--- config.mk ---
export PLATFORM = sky130hd
export DESIGN_NAME = mrtu_fifo
export DESIGN_NICKNAME = d
export VERILOG_FILES = /design/src/rtl/mrtu_pkg.sv /design/src/rtl/mrtu_fifo.sv
export SDC_FILE = /design/constraint.sdc
export NUM_CORES = 1
export LEC_CHECK = 0
export BUFFER_PORTS_ARGS = -buffer_cell sky130_fd_sc_hd__buf_2
export CORE_UTILIZATION = 50
export CTS_BUF_LIST = sky130_fd_sc_hd__clkbuf_8
export CTS_CLUSTER_DIAMETER = 30
export DETAILED_ROUTE_END_ITERATION = 7
export GPL_ROUTABILITY_DRIVEN = 0
export GPL_TIMING_DRIVEN = 1
export PLACE_DENSITY = 0.83
export SYNTH_ARGS = -nofsm -noshare
export SYNTH_HDL_FRONTEND = slang
export SYNTH_SLANG_ARGS = --single-unit
export TNS_END_PERCENT = 5
--- constraint.sdc ---
create_clock -name clk -period 4.04 [get_ports clk]
set_input_delay 0.606 -clock clk [delete_from_list [all_inputs] [get_ports clk]]
set_output_delay 0.606 -clock clk [all_outputs]
set_load 0.005 [all_outputs]
--- src/rtl/mrtu_pkg.sv ---
// Shared types, codes and the CRC-16 byte step of the Modbus RTU slave frame handler.
`timescale 1ns / 1ps
`default_nettype none

package mrtu_pkg;

    localparam int FRAME_BYTES_DEF = 64;
    localparam int REG_COUNT_DEF   = 256;
    localparam int MAX_RESP        = 64;

    localparam logic [7:0] FN_READ   = 8'h03;
    localparam logic [7:0] FN_WRITE1 = 8'h06;
    localparam logic [7:0] FN_WRITEN = 8'h10;

    localparam logic [1:0] KIND_FRAME = 2'd0;
    localparam logic [1:0] KIND_LWR   = 2'd1;
    localparam logic [1:0] KIND_LRD   = 2'd2;

    localparam logic [1:0] CFG_STATION = 2'd0;
    localparam logic [1:0] CFG_BASE    = 2'd1;
    localparam logic [1:0] CFG_COUNT   = 2'd2;

    localparam logic [15:0] CRC_INIT = 16'hFFFF;
    localparam logic [15:0] CRC_POLY = 16'hA001;

    typedef enum logic [1:0] {
        CMD_FRAME = 2'd0,
        CMD_LWR   = 2'd1,
        CMD_LRD   = 2'd2
    } cmd_kind_t;

    // One unit of work for the back end: a checked frame or a local access
    typedef struct packed {
        cmd_kind_t   kind;
        logic [7:0]  fn;
        logic [7:0]  b2;
        logic [7:0]  b3;
        logic [7:0]  b4;
        logic [7:0]  b5;
        logic [15:0] off;
        logic [15:0] n;
        logic [7:0]  addr;
        logic [15:0] value;
    } cmd_t;

    typedef struct packed {
        logic [7:0]  tx_byte;
        logic        tx_last;
        logic [15:0] read_value;
        logic        data_changed;
    } out_t;

    typedef struct packed {
        logic clearing;
        logic frame_done;
    } bk_stat_t;

    function automatic logic [15:0] crc_byte(input logic [15:0] crc, input logic [7:0] b);
        logic [15:0] c;
        c = crc ^ {8'h00, b};
        for (int k = 0; k < 8; k++)
        begin
            if (c[0])
                c = (c >> 1) ^ CRC_POLY;
            else
                c = c >> 1;
        end
        return c;
    endfunction

endpackage

`default_nettype wire

--- src/rtl/mrtu_fifo.sv ---
// Two-entry register queue used between the front and back ends and at the result side.
`timescale 1ns / 1ps
`default_nettype none

module mrtu_fifo
    import mrtu_pkg::*;
#(
    parameter int W = 8
)
(
    input  wire logic         clk,
    input  wire logic         rst_n,
    input  wire logic         wr,
    input  wire logic [W-1:0] wdata,
    output logic              qfull,
    input  wire logic         rd,
    output logic [W-1:0]      rdata,
    output logic              qempty
);

    logic [W-1:0] mem_reg [2];
    logic         wp_reg, wp_next;
    logic         rp_reg, rp_next;
    logic [1:0]   cnt_reg, cnt_next;
    logic         do_wr, do_rd;

    assign qfull  = (cnt_reg == 2'd2);
    assign qempty = (cnt_reg == 2'd0);
    assign rdata  = mem_reg[rp_reg];
    assign do_wr  = wr & ~qfull;
    assign do_rd  = rd & ~qempty;

    always_comb
    begin
        wp_next  = wp_reg ^ do_wr;
        rp_next  = rp_reg ^ do_rd;
        cnt_next = cnt_reg + {1'b0, do_wr} - {1'b0, do_rd};
    end

    always_ff @(posedge clk or negedge rst_n)
    begin
        if (!rst_n)
        begin
            wp_reg  <= 1'b0;
            rp_reg  <= 1'b0;
            cnt_reg <= 2'd0;
        end
        else
        begin
            wp_reg  <= wp_next;
            rp_reg  <= rp_next;
            cnt_reg <= cnt_next;
        end
    end

    always_ff @(posedge clk)
    begin
        if (do_wr)
            mem_reg[wp_reg] <= wdata;
    end

endmodule

`default_nettype wire

# After elaboration in Yosys (flattened, before gate mapping)
# Memories as Yosys holds them, arrays and structs flattened.
# Index checks and enable logic that the tools add are counted.
word_totals:
  mem_bits_rw: 16
  register_bits: 4
  elab_cells: 16
  memories: 1
classes:
  n_bitwise: 6
  n_addsub: 2
  n_mux: 2
  n_eq_ne: 1
  reduce_logical: 1
memory_table:
  columns: ["name", "words", "width", "rd", "rd_clocked_by_memory_dff", "wr", "line", "rtl"]
  rows:
  - ["mem_reg", 2, 8, 1, 0, 1, "mrtu_fifo.sv:21", "logic [W-1:0] mem_reg [2];"]
op_table:
  columns: ["cell", "count"]
  rows:
  - ["2-bit by 1-bit adder with 2-bit output", 1]
  - ["1-bit bitwise AND", 2]
  - ["2-bit equality test, second input constant", 1]
  - ["2-bit logical NOT", 1]
  - ["1-bit two-way mux", 2]
  - ["1-bit NOT", 2]
  - ["2-bit by 1-bit subtractor with 2-bit output", 1]
  - ["1-bit bitwise XOR", 2]

# Depth between registers and ports, before layout
depth:
  ltp_word: 5
  depth_mapped: 7
  mapped_depth_nobuf: 7

# Worst setup path after synthesis
# OpenSTA, ideal clock, no wires.
synth_path:
  path_type: "input to register"
  startpoint: "input port rd"
  endpoint: "register cnt_reg[1]"
  path_buffers: 0
  cell_stages: 6
  required_time_ps: 3917
  path_slack_ps: 2474
  arrival_ps: 1443
  cell_sequence: "o21a_2 > ha_1 > inv_1 > ha_1 > xnor2_1 > xnor2_1"
synth_via:
  elab_chain_cells: 2
synth_lines:
  columns: ["element", "line", "rtl"]
  rows:
  - ["from (decl)", "mrtu_fifo.sv:16", "input wire logic rd,"]
  - ["1-bit bitwise AND", "mrtu_fifo.sv:31", "assign do_rd = rd & ~qempty;"]
  - ["2-bit by 1-bit subtractor with 2-bit output", "mrtu_fifo.sv:37", "cnt_next = cnt_reg + {1'b0, do_wr} - {1'b0, do_rd};"]
  - ["net cnt_next[1]", "mrtu_fifo.sv:24", "logic [1:0] cnt_reg, cnt_next;"]
  - ["to (signal assigned)", "mrtu_fifo.sv:52", "cnt_reg <= cnt_next;"]
  - ["to (decl)", "mrtu_fifo.sv:24", null]
# The timed path passes the listed nets, and every way through them passes these cells.

# Worst setup path after layout
layout_path:
  startpoint: "register rp_reg"
  endpoint: "output port rdata[7]"
layout_via:
  elab_chain_cells: 1
layout_lines:
  columns: ["element", "line", "rtl"]
  rows:
  - ["from (decl)", "mrtu_fifo.sv:23", "logic rp_reg, rp_next;"]
  - ["from (signal assigned)", "mrtu_fifo.sv:51", "rp_reg <= rp_next;"]
  - ["memory read 2 x 8 bit", null, null]
  - ["to (decl)", "mrtu_fifo.sv:17", "output logic [W-1:0] rdata,"]
# No other way between the ends.

==> results.py <==
metrics = {
    "worst_setup_path": {
        "critPathArrivalTime_ns": 1.42,
        "criticalPathCategory": "reg -> out",
        "crit_buf_inv": 1,
        "cp_data_required_time_ns": 3.43,
        "worstPathMaxFanout": 9,
        "path_cells": "mux2_4 > buf_2",
        "path_delay_family": "flip-flops",
        "critPathMaxStageDelay_ns": 0.69,
        "startpoint_type": "flip-flop",
        "cp_slowest_cell": "dfrtp_1",
        "critPathCaptureType": "output pin",
    },
    "worst_hold_path": {
        "hold_class": "in -> async",
    },
    "sta": {
        "worst_hold_slack_ns": 0.1461,
        "rsz0062_at_grt": "no",
        "hold_violations": 0,
        "period_needed_ns": 2.029,
        "fmax_mhz": 492.8,
        "slew_headroom": 0.6315,
        "tightest_slew_ns": 0.5528,
        "setup_viol": 0,
        "timing.final.ws_setup_ns": 2.011,
        "slew_viol_final": 0,
        "fin_crit_sh": 0.5023,
        "finalSetupTns_ns": 0,
        "fin_skew_ns": 0.004012,
    },
    "clock_network": {
        "cts_hold_buffers": 0,
        "post_cts_buffers": 0,
        "tritoncts": "yes",
        "cts_inserted_buffers": 3,
        "insertion_delay_ns": 0.25,
        "htreeDepth": 1,
        "clkSinkCount": 20,
        "cts-resized-gates": 0,
        "clkSlewWorstSetupHoldPaths_ns": 0.07,
        "cts-root-buf": "clkbuf_8",
        "clk_path_buf_depth": 2,
    },
    "yosys": {
        "yosysWarnings": 0,
        "syn_area_sq_um": 839.6,
        "synth_top_family_by_area": "multiplexers",
        "synthSimpleGateAreaFrac": 0.02385,
        "yosysSeqAreaShare": 0.6915,
        "avgSynthCellArea_sq_um": 18.66,
        "synth_cell_types": 13,
        "synth_compound_area_frac": 0.01043,
        "synth_nets": 61,
        "synthAdderAreaFrac": 0.05961,
        "synth_top_area_share": 0.5723,
        "yosys-top-cells-area": "edfxtp_1 (57%), mux2_4 (14%), dfrtp_1 (12%)",
        "synth_cells": 45,
        "synth.mux.area_fraction": 0.1431,
        "synth-xor-area-share": 0.04024,
        "yosysTopAreaCell": "edfxtp_1",
        "synth-seq-cells": 20,
    },
    "power_and_ir_drop": {
        "switching_share": 0.2601,
        "leakagePower_nw": 0.4589,
        "p_sw_w": 0.0001963,
        "comb_power_share": 0.297,
        "power_w": 0.0007546,
        "vdd_drop_max_uv": 352.0,
        "internal_power_w": 0.0005584,
        "power_frac_clock": 0.256,
        "powerDensity_nw_per_um2": 736.4,
        "power.share.sequential": 0.447,
    },
    "layout": {
        "layout-drive-gt1-share": 0.5072,
        "largest_reg_flops": 16,
        "multi_input_area_sq_um": 232.7,
        "layout.nets": 86,
        "final_common_cell": "buf_2",
        "design_area_sq_um": 1025,
        "area_delta_synth_final_pct": 22.06,
        "final_cell_mix": "buf_2 (21), edfxtp_1 (16), mux2_4 (8)",
        "regArea_sq_um": 580.6,
        "fill_cells": 117,
        "n_antenna_cell": 0,
    },
    "routing": {
        "antenna_left": 0,
        "routed_wl_um": 1133,
        "route.detailed.drc": 0,
        "first_pass_iters": 2,
        "drtIter0Drc": 6,
        "routed_via_density": 4.906,
        "vias": 417,
        "avgRoutedWirePerCell_um": 13.33,
    },
    "placement": {
        "dpl.hpwl_um": 867.3,
        "placed_area_sq_um": 953.4,
        "io_buffers": 21,
        "pre_cts_ws_ns": 2.289,
    },
    "global_route": {
        "grt_overflow": 0,
        "grt_pass1_vias": 374,
        "grt_max_degree": 13,
        "grt_usage": 0.1397,
        "grt_pass1_wl_um": 1718,
        "antenna_found_initial": 0,
    },
    "run_status": {
        "outcome": "completed",
    },
    "floorplan": {
        "dieArea_sq_um": 1847,
        "die_h_um": 42.98,
        "row_count": 14,
        "initial_utilization": 0.5446,
        "ios": 22,
        "coreArea_sq_um": 1541,
        "die_x_um": 42.98,
    },
    "run": {
        "maxCapViolCount": 0,
    },
}
[cells in the mapped netlist]
master	count
and2_1	1
buf_6	1
dfrtp_1	4
edfxtp_1	16
ha_1	4
inv_1	4
mux2_4	8
nand2_1	1
nand2b_1	1
nor2_1	1
o21a_2	1
xnor2_1	2
xor2_2	1
[worst paths after layout]
| check | end | startpoint | depth (start not counted) | slack, ns |
|---|---|---|---|---|
| hold reg to reg | cnt_reg[1] | cnt_reg[1] | 1 | 0.53 |
| setup / recovery | rdata[7] | rp_reg | 2 | 2.01 |
| setup reg to reg | cnt_reg[1] | cnt_reg[1] | 6 | 2.51 |
| hold / removal | wp_reg | rst_n | 1 | 0.15 |
| min in group clk | cnt_reg[1] | cnt_reg[1] | 1 | 0.53 |
| max in group asynchronous | rp_reg | rst_n | 1 | 3.78 |
[layout make-up]
| class | count | share of cell area |
|---|---|---|
| sequential | 20 | 0.5665 |
| multi-input combinational | 20 | 0.2271 |
| timing repair buffer | 21 | 0.1026 |
| clock buffer | 3 | 0.04029 |
| clock inverter | 1 | 0.02930 |
| tap | 16 | 0.01954 |
| inverter | 4 | 0.01465 |
[routing by layer]
layer,up-vias,track usage,wire [um]
li1,204,-,-
met3,4,0.05532,66
met2,15,0.2091,561
met4,0,0.07273,29
met5,-,0,0
met1,194,0.1754,475
[power by group through the flow]
stage	logic, W	clock network, W	registers [W]
floorplan	0.000189	0	0.000312
global placement	0.000218	0	0.000338
detailed placement	0.000229	0	0.000343
CTS	0.000229	0.000195	0.000339
global route	0.000249	0.000204	0.000343
finish	0.000224	0.000193	0.000337
[worst register-to-register path, stage by stage (launching register included)]
cell and delay [ns]:
dfrtp_1 0.42, o21a_2 0.25, ha_1 0.28, inv_1 0.04, ha_1 0.18, xnor2_1 0.16, xnor2_1 0.13
[kinds of logic (layout without fill, tap and decap cells)]
group | Yosys count | after routing
flip-flops | 20 | 20
AO/OA/AOI/OAI | 1 | 1
XOR/XNOR | 3 | 3
adder cells (fa/ha/maj) | 4 | 4
multiplexers | 8 | 8
buffers and inverters | 5 | 29
AND/OR/NAND/NOR | 4 | 4
[per-stage QoR]
| step | util | std cells |
|---|---|---|
| after floorplan | - | 45 |
| after global placement | 0.6185 | 81 |
| after detailed placement | 0.6185 | 81 |
| after CTS | 0.6648 | 85 |
| after global routing | 0.6648 | 85 |
| final | 0.6648 | 85 |
(Power assumes the default switching activity.)
