### src/rtl/mrtu_pkg.sv
// Shared types, codes and the CRC-16 byte step of the Modbus RTU slave frame handler.
`timescale 1ns / 1ps
`default_nettype none

package mrtu_pkg;

    localparam int FRAME_BYTES_DEF = 64;
    localparam int REG_COUNT_DEF   = 256;
    localparam int MAX_RESP        = 64;

    localparam logic [7:0] FN_READ   = 8'h03;
    localparam logic [7:0] FN_WRITE1 = 8'h06;
    localparam logic [7:0] FN_WRITEN = 8'h10;

    localparam logic [1:0] KIND_FRAME = 2'd0;
    localparam logic [1:0] KIND_LWR   = 2'd1;
    localparam logic [1:0] KIND_LRD   = 2'd2;

    localparam logic [1:0] CFG_STATION = 2'd0;
    localparam logic [1:0] CFG_BASE    = 2'd1;
    localparam logic [1:0] CFG_COUNT   = 2'd2;

    localparam logic [15:0] CRC_INIT = 16'hFFFF;
    localparam logic [15:0] CRC_POLY = 16'hA001;

    typedef enum logic [1:0] {
        CMD_FRAME = 2'd0,
        CMD_LWR   = 2'd1,
        CMD_LRD   = 2'd2
    } cmd_kind_t;

    // One unit of work for the back end: a checked frame or a local access
    typedef struct packed {
        cmd_kind_t   kind;
        logic [7:0]  fn;
        logic [7:0]  b2;
        logic [7:0]  b3;
        logic [7:0]  b4;
        logic [7:0]  b5;
        logic [15:0] off;
        logic [15:0] n;
        logic [7:0]  addr;
        logic [15:0] value;
    } cmd_t;

    typedef struct packed {
        logic [7:0]  tx_byte;
        logic        tx_last;
        logic [15:0] read_value;
        logic        data_changed;
    } out_t;

    typedef struct packed {
        logic clearing;
        logic frame_done;
    } bk_stat_t;

    function automatic logic [15:0] crc_byte(input logic [15:0] crc, input logic [7:0] b);
        logic [15:0] c;
        c = crc ^ {8'h00, b};
        for (int k = 0; k < 8; k++)
        begin
            if (c[0])
                c = (c >> 1) ^ CRC_POLY;
            else
                c = c >> 1;
        end
        return c;
    endfunction

endpackage

`default_nettype wire

### src/rtl/mrtu_front.sv
// Front end: collects frame bytes and running CRC, classifies each transaction.
`timescale 1ns / 1ps
`default_nettype none

module mrtu_front
    import mrtu_pkg::*;
#(
    parameter int FRAME_BYTES = FRAME_BYTES_DEF,
    parameter int REG_COUNT   = REG_COUNT_DEF,
    localparam int FI_W = $clog2(FRAME_BYTES)
)
(
    input  wire logic            clk,
    input  wire logic            rst_n,
    input  wire logic            push,
    output logic                 full,
    input  wire logic [1:0]      kind,
    input  wire logic [7:0]      rx_byte,
    input  wire logic            frame_end,
    input  wire logic [7:0]      local_addr,
    input  wire logic [15:0]     local_value,
    input  wire logic [15:0]     window_base,
    input  wire logic [8:0]      window_count,
    output logic                 cmd_push,
    output cmd_t                 cmd_data,
    input  wire logic            cmd_full,
    input  wire bk_stat_t        bk_stat,
    input  wire logic [FI_W-1:0] fr_addr,
    output logic [7:0]           fr_data
);

    localparam int LEN_W = $clog2(FRAME_BYTES + 1);

    logic [7:0]       fmem [FRAME_BYTES];
    logic [7:0]       fr_data_reg;

    logic [LEN_W-1:0] len_reg, len_next;
    logic [15:0]      crc_reg, crc_next;
    logic             closing_reg, closing_next;
    logic             pending_reg, pending_next;

    logic [7:0]       b1_reg, b2_reg, b3_reg, b4_reg, b5_reg;
    logic [15:0]      crct_reg;
    logic [7:0]       gotlo_reg, gothi_reg;

    logic             accept, is_byte, store;
    logic [15:0]      n16, a16, n_eff;
    logic [16:0]      off17;
    logic [17:0]      sum18, resp18, need18, len18, target18, pos18;
    logic             base_ok, rng_ok, size_ok, crc_ok, frame_ok;

    assign accept  = push & ~full;
    assign is_byte = accept && (kind == KIND_FRAME);
    assign store   = is_byte && (len_reg < LEN_W'(FRAME_BYTES));
    assign full    = closing_reg | pending_reg | cmd_full | bk_stat.clearing;
    assign fr_data = fr_data_reg;

    // Classify the closed frame from the captured header and CRC bytes
    always_comb
    begin
        n16      = {b4_reg, b5_reg};
        a16      = {b2_reg, b3_reg};
        n_eff    = (b1_reg == FN_WRITE1) ? 16'd1 : n16;
        base_ok  = (a16 >= window_base);
        off17    = {1'b0, a16} - {1'b0, window_base};
        sum18    = {1'b0, off17} + {2'b00, n_eff};
        rng_ok   = (n_eff != 16'd0) && base_ok && (sum18 <= {9'd0, window_count})
                   && (sum18 <= 18'(REG_COUNT));
        resp18   = 18'd5 + {1'b0, n16, 1'b0};
        size_ok  = (resp18 <= 18'(FRAME_BYTES)) && (resp18 <= 18'(MAX_RESP));
        need18   = 18'd9 + {1'b0, n16, 1'b0};
        len18    = 18'(len_reg);
        pos18    = 18'(len_reg);
        target18 = (b1_reg == FN_WRITEN) ? (18'd7 + {1'b0, n16, 1'b0}) : 18'd6;
        crc_ok   = (crct_reg == {gothi_reg, gotlo_reg});
        case (b1_reg)
            FN_READ:   frame_ok = (len18 >= 18'd8) && crc_ok && rng_ok && size_ok;
            FN_WRITE1: frame_ok = (len18 >= 18'd8) && crc_ok && rng_ok;
            FN_WRITEN: frame_ok = (len18 >= 18'd7) && rng_ok && (len18 >= need18) && crc_ok;
            default:   frame_ok = 1'b0;
        endcase
    end

    always_comb
    begin
        cmd_data       = '0;
        cmd_data.fn    = b1_reg;
        cmd_data.b2    = b2_reg;
        cmd_data.b3    = b3_reg;
        cmd_data.b4    = b4_reg;
        cmd_data.b5    = b5_reg;
        cmd_data.off   = off17[15:0];
        cmd_data.n     = n_eff;
        cmd_data.addr  = local_addr;
        cmd_data.value = local_value;
        if (closing_reg)
            cmd_data.kind = CMD_FRAME;
        else if (kind == KIND_LWR)
            cmd_data.kind = CMD_LWR;
        else
            cmd_data.kind = CMD_LRD;
        cmd_push = (closing_reg & frame_ok)
                   | (accept & ((kind == KIND_LWR) || (kind == KIND_LRD)));
    end

    always_comb
    begin
        len_next     = len_reg;
        crc_next     = crc_reg;
        closing_next = is_byte & frame_end;
        pending_next = pending_reg;
        if (store)
        begin
            len_next = len_reg + LEN_W'(1);
            crc_next = crc_byte(crc_reg, rx_byte);
        end
        if (closing_reg)
        begin
            len_next     = '0;
            crc_next     = CRC_INIT;
            pending_next = frame_ok;
        end
        else if (bk_stat.frame_done)
            pending_next = 1'b0;
    end

    always_ff @(posedge clk or negedge rst_n)
    begin
        if (!rst_n)
        begin
            len_reg     <= '0;
            crc_reg     <= CRC_INIT;
            closing_reg <= 1'b0;
            pending_reg <= 1'b0;
        end
        else
        begin
            len_reg     <= len_next;
            crc_reg     <= crc_next;
            closing_reg <= closing_next;
            pending_reg <= pending_next;
        end
    end

    // Capture header fields and the CRC at the position where the trailer starts
    always_ff @(posedge clk)
    begin
        if (store)
        begin
            if (pos18 == 18'd1)
                b1_reg <= rx_byte;
            if (pos18 == 18'd2)
                b2_reg <= rx_byte;
            if (pos18 == 18'd3)
                b3_reg <= rx_byte;
            if (pos18 == 18'd4)
                b4_reg <= rx_byte;
            if (pos18 == 18'd5)
                b5_reg <= rx_byte;
            if (pos18 == target18)
            begin
                crct_reg  <= crc_reg;
                gotlo_reg <= rx_byte;
            end
            if (pos18 == target18 + 18'd1)
                gothi_reg <= rx_byte;
        end
    end

    always_ff @(posedge clk)
    begin
        if (store)
            fmem[len_reg[FI_W-1:0]] <= rx_byte;
        fr_data_reg <= fmem[fr_addr];
    end

endmodule

`default_nettype wire

### config.mk
export PLATFORM = sky130hd
export DESIGN_NAME = mrtu_front
export DESIGN_NICKNAME = d
export VERILOG_FILES = /design/src/rtl/mrtu_pkg.sv /design/src/rtl/mrtu_front.sv
export SDC_FILE = /design/constraint.sdc
export NUM_CORES = 1
export LEC_CHECK = 0
export BUFFER_PORTS_ARGS = -buffer_cell sky130_fd_sc_hd__buf_4
export CAP_MARGIN = 10
export CORE_UTILIZATION = 40
export CTS_BUF_LIST = sky130_fd_sc_hd__clkbuf_8 sky130_fd_sc_hd__clkbuf_16
export DETAILED_ROUTE_END_ITERATION = 8
export PLACE_DENSITY = 0.61
export SLEW_MARGIN = 20
export SYNTH_ARGS = -nofsm -noshare
export SYNTH_HDL_FRONTEND = slang
export SYNTH_SLANG_ARGS = --single-unit
### constraint.sdc
create_clock -name clk -period 12.7 [get_ports clk]
set_input_delay 2.54 -clock clk [delete_from_list [all_inputs] [get_ports clk]]
set_output_delay 2.54 -clock clk [all_outputs]
set_load 0.005 [all_outputs]
# Word-level counts from Yosys, hierarchy flattened
# Memory sizes are Yosys's and may differ from the RTL's. A register that Yosys moved wholly into a read port is not among the register bits.
# Index checks and enable logic that the tools add are counted.
# word_totals
reg_bits	97
mem_bits_rw	512
in_bits	72
out_inout_bits	108
elab_cells	110
mem_count	1
# memory_table
memory	words	word_bits	rd	rd_clocked_by_memory_dff	wr	line	rtl
fmem	64	8	1	1	1	mrtu_front.sv:34	logic [7:0] fmem [FRAME_BYTES];
# classes
add_sub_neg	7
n_lt_le_gt_ge	8
eq_ne	13
n_mux	28
bitwise_logic	18
n_reduce_logical	23
# ops
operator	count
two-way mux 16 bit	18
adder 3 x 17 -> 18 bit, first input constant	2
== test 7 x 18 -> 1 bit	2
NOT 2 -> 3 bit	8
adder 17 x 16 -> 18 bit	1
adder 18 x 1 -> 18 bit, second input constant	1
adder 4 x 17 -> 18 bit, first input constant	1
greater-or-equal comparator 7 x 18 -> 1 bit	1
less-or-equal comparator 18 x 7 -> 1 bit, second input constant	1
less-or-equal comparator 18 x 9 -> 1 bit	1
less-or-equal comparator 18 x 9 -> 1 bit, second input constant	1
two-way mux 18 bit	1
subtractor 16 x 16 -> 17 bit	1
== test 16 bit	1
greater-or-equal comparator 16 bit	1
nonzero test 16 bit	1
XOR 16 x 8 -> 16 bit	1
== test 7 x 2 -> 1 bit, second input constant	2
== test 7 x 3 -> 1 bit, second input constant	2
two-way mux 7 bit	2
AND reduction 2 bit	7
logical AND 1 bit	11
== test 8 x 2 -> 1 bit, second input constant	1
== test 8 x 3 -> 1 bit, second input constant	1
other kinds (17)	28

# Logic depth before layout (Yosys ltp)
# logic_depth
depth_word	30
depth_mapped	24
ltp_nobuf	24

# Least setup slack after synthesis
# Ideal clock, no wire load.
# synth_timing
kind	input to output
from	in window_base[0]
to	out cmd_push
arrival_ns	6.420
t_required_ns	10.160
setup_slack_ns	3.740
path_stages	23
path_buffers	0
cell_sequence	ha_1 inv_1 fa_1 a21o_1 a21oi_1 o21bai_1 a21oi_1 xnor2_1 ha_1 o21a_1 o21ai_0 o21ba_2 nor3_1 nor2_1 ha_1 nand2_1 nor3_1 o221ai_1 nor4_1 nand4_1 nor4_1 nand4_1 nand2_1
# synth_rtl
item	line	rtl
start, declared	mrtu_front.sv:22	input wire logic [15:0] window_base,
end, declared	mrtu_front.sv:24	output logic cmd_push,

# Final worst setup path
# layout_timing
from	in window_base[0]
to	out cmd_push
# layout_via
elab_chain_len	11
elab_cells_between_ends	16
classes_between	add/sub (2); order compare (3); mux (1); bitwise (2); reduce/logical (8)
# layout_lines
item	line	rtl
subtractor 16 x 16 -> 17 bit	mrtu_front.sv:65	off17 = {1'b0, a16} - {1'b0, window_base};
adder 17 x 16 -> 18 bit	mrtu_front.sv:66	sum18 = {1'b0, off17} + {2'b00, n_eff};
less-or-equal comparator 18 x 9 -> 1 bit	mrtu_front.sv:67	rng_ok = (n_eff != 16'd0) && base_ok && (sum18 <= {9'd0, window_count})
logical AND 1 bit	mrtu_front.sv:67	
logical AND 1 bit (*)	mrtu_front.sv:68	&& (sum18 <= 18'(REG_COUNT));
logical AND 1 bit (3 in series)	mrtu_front.sv:79	FN_WRITEN: frame_ok = (len18 >= 18'd7) && rng_ok && (len18 >= need18) && crc_ok;
case mux 1 bit (3 select lines) (*)	mrtu_front.sv:76	case (b1_reg)
bitwise AND 1 bit (*)	mrtu_front.sv:102	cmd_push = (closing_reg & frame_ok)
OR 1 bit (*)	mrtu_front.sv:103	| (accept & ((kind == KIND_LWR) || (kind == KIND_LRD)));
# Every way passes the cells marked *; elsewhere a longest branch is shown, timed or not.

==> results.json <==
{
  "yosysUniqueCellTypes": 68,
  "post_drt_wl_per_cell_microns": 25.98,
  "area_growth_pct": 14.18,
  "ios": 180,
  "crit_start": "window_base[0]",
  "multiInputGateArea_sq_um": 8075,
  "ys_ff_latch": 617,
  "rsz0062_at_grt": "no",
  "hp-class": "register to register",
  "syn_inst": 1596,
  "core_sq_um": 67040,
  "r2r_end": "pending_reg",
  "h-tree-depth": 3,
  "hold_buffers": 0,
  "start_util_pct": 40.40,
  "nets": 1833,
  "endpoint": "cmd_push",
  "antenna_found_initial": 0,
  "numClockSinks": 617,
  "comb_power_share_pct": 10.6,
  "r2r-start": "b1_reg[3]",
  "rr_worst_depth": 21,
  "ctsRootBufferMaster": "clkbuf_16",
  "dp_hpwl_microns": 43230,
  "synth_top_area_share_pct": 64.75,
  "worst_clock_skew_ns": 0.02435,
  "synthTopCellsByArea": "edfxtp_1 65%, mux4_2 14%, ha_1 2.5%",
  "grt_pass1_wl_microns": 101800,
  "p_total_mw": 4.720,
  "cts_setup_buffers": 0,
  "synth_edf_count": 584,
  "layout_min_cycle_time_ns": 9.828,
  "die_x_microns": 262.2,
  "drive_gt1_share_pct": 24.46,
  "cts_max_path_buffers": 3,
  "rows": 95,
  "yosysTopAreaCell": "edfxtp_1",
  "cts_tree": "done",
  "vdd_ir_drop_max_mv": 0.08692,
  "num_vias": 14860,
  "pwr-share-seq_pct": 49.3,
  "dp_cells": 2509,
  "drtAntennaViolNets": 0,
  "syn_avg_cell_area_sq_um": 16.97,
  "synthFlopType": "edfxtp_1",
  "die_y_microns": 262.2,
  "grt-ovfl-total": 0,
  "post-route-period-util_pct": 77.39,
  "drc": 0,
  "slew_viol_final": 0,
  "cts_resized": 0,
  "hold_viol": 0,
  "syn_nets": 1725,
  "p_switching_mw": 1.129,
  "design_area_sq_um": 30920,
  "setup_viol": 0,
  "drtIter0Drc": 1315,
  "pwr-share-clk_pct": 40.1,
  "nFillCells": 5801,
  "ys_warn_count": 0,
  "avgViaCountPerCell": 5.656,
  "wirelength_microns": 68250,
  "powerDensity_nw_per_um2": 152.6,
  "grt_max_degree": 73,
  "synth-seq-area-share_pct": 67.73,
  "arrival_ns": 7.29,
  "required_ns": 10.16,
  "synth.top_cells.by_count": "584 x edfxtp_1, 168 x mux4_2, 122 x nor2_1, 60 x clkbuf_1, 59 x xnor2_1",
  "post_dp_cell_area_sq_um": 28790,
  "start_kind": "primary input",
  "first_global_vias": 15090,
  "grt_usage_pct": 20.04,
  "num_antenna_cells": 0,
  "gp_congestion": 0.8877,
  "critPathMaxFanout": 6,
  "fmax_mhz": 101.7,
  "worstSetupEndpointType": "output pin",
  "power.share.switching_pct": 23.93,
  "synth.most_common_cell": "edfxtp_1",
  "numPortBuffers": 131,
  "worst_pin_slew_ns": 0.9877,
  "worstSetupPathType": "primary input to output pin",
  "hp-start": "crc_reg[9]",
  "fin_util_pct": 46.13,
  "status": "completed",
  "async_reset_ff_share_pct": 4.052,
  "leakagePower_nw": 10.27,
  "path_clk_slew_ns": 0.06,
  "setup_tns_ns": 0,
  "largest_reg_flops": 512,
  "drv_cap": 0,
  "fin_cells": 2627,
  "insertion_delay_ns": 0.60,
  "r2r_slack_ns": 7.46,
  "first_pass_iters": 5,
  "die_area_sq_um": 68750,
  "intPower_mw": 3.590,
  "cts_inserted_buffers": 66,
  "relSlewSlack_pct": 34.15,
  "synthesis.area_sq_um": 27080,
  "regArea_sq_um": 18340
}
worst max-delay path: stages:
cell      delay [ns]
buf_4           0.08
ha_1            0.17
inv_1           0.06
fa_1            0.40
a21o_1          0.17
a21oi_1         0.30
o21bai_1        0.10
a21oi_1         0.18
xnor2_1         0.17
ha_1            0.33
o21a_1          0.17
o21ai_0         0.22
o21ba_2         0.23
nor3_1          0.16
nor2_1          0.10
ha_1            0.30
nand2_1         0.07
nor3_1          0.29
o221ai_1        0.16
nor4_1          0.29
nand4_1         0.13
nor4_1          0.26
nand4_1         0.20
nand2_1         0.11
buf_4           0.11
metal layers:
layer | wire [microns] | part of all wire (%) | GRT usage, % | vias to the layer above
met5 | 0 | 0 | 0 | -
met1 | 29360 | 43 | 27.76 | 7764
met2 | 33860 | 50 | 32.91 | 467
met3 | 3474 | 5.1 | 2.910 | 96
li1 | - | - | - | 6532
met4 | 1559 | 2.3 | 5.978 | 0
cell usage in the layout, fill, tap and decap left out, types with 7 or more instances in the layout:
| master | n |
|---|---|
| nand4_1 | 11 |
| or3_1 | 7 |
| nor2_1 | 120 |
| dfxtp_1 | 8 |
| buf_4 | 141 |
| or4_1 | 7 |
| and3_1 | 9 |
| ha_1 | 55 |
| xnor2_1 | 59 |
| edfxtp_1 | 584 |
| nor4_1 | 12 |
| a21oi_1 | 47 |
| clkinv_1 | 12 |
| dfstp_2 | 16 |
| xor2_1 | 24 |
| o21a_1 | 8 |
| nor3_1 | 30 |
| a211o_1 | 7 |
| inv_1 | 74 |
| nand2_1 | 53 |
| dfrtp_1 | 9 |
| mux4_2 | 168 |
| o21ai_0 | 38 |
| a31oi_1 | 9 |
| and2_1 | 19 |
| clkbuf_16 | 68 |
| nand3_1 | 38 |
final cells by class:
| cell class | instances | area share [%] |
|---|---|---|
| clock buffer | 70 | 5.592 |
| clock inverter | 48 | 1.291 |
| inverter | 57 | 0.6919 |
| multi-input combinational | 820 | 26.11 |
| sequential | 617 | 59.31 |
| tap | 873 | 3.532 |
| timing repair buffer | 142 | 3.467 |
how the worst min path moves through the flow:
stage	to	slack (ns)	depth (start not counted)
floorplan	crc_reg[1]	0.44	2
global placement	crc_reg[1]	0.46	2
detailed placement	crc_reg[1]	0.45	2
CTS	crc_reg[1]	0.46	2
global route	crc_reg[1]	0.49	2
finish	crc_reg[1]	0.46	2
metrics by stage:
stage | setup slack [ns] | hold slack, ns
floorplan | 3.740 | 0.4383
global placement | 3.083 | 0.4567
detailed placement | 2.875 | 0.4505
CTS | 2.853 | 0.4603
global route | 2.349 | 0.4858
finish | 2.872 | 0.4602
power groups by stage:
stage                     Combinational, mW  Sequential [mW]  Clock, mW
after floorplan                       0.327             2.35          0
after global placement                0.497             2.36          0
after detailed placement              0.503             2.37          0
after CTS                             0.506             2.32       1.93
after global routing                  0.540             2.33       2.01
final                                 0.502             2.32       1.89
cell families (layout without fill, tap and decap cells):
logic type	after synthesis	count (layout)	synth area share, %
AO/OA/AOI/OAI	175	175	4.343
AND/OR/NAND/NOR	332	332	5.844
buffers and inverters	159	317	2.550
XOR/XNOR	83	83	2.684
flip-flops	617	617	67.73
adder cells (fa/ha/maj)	57	57	2.689
multiplexers	173	173	14.16
(Power assumes the default switching activity.)
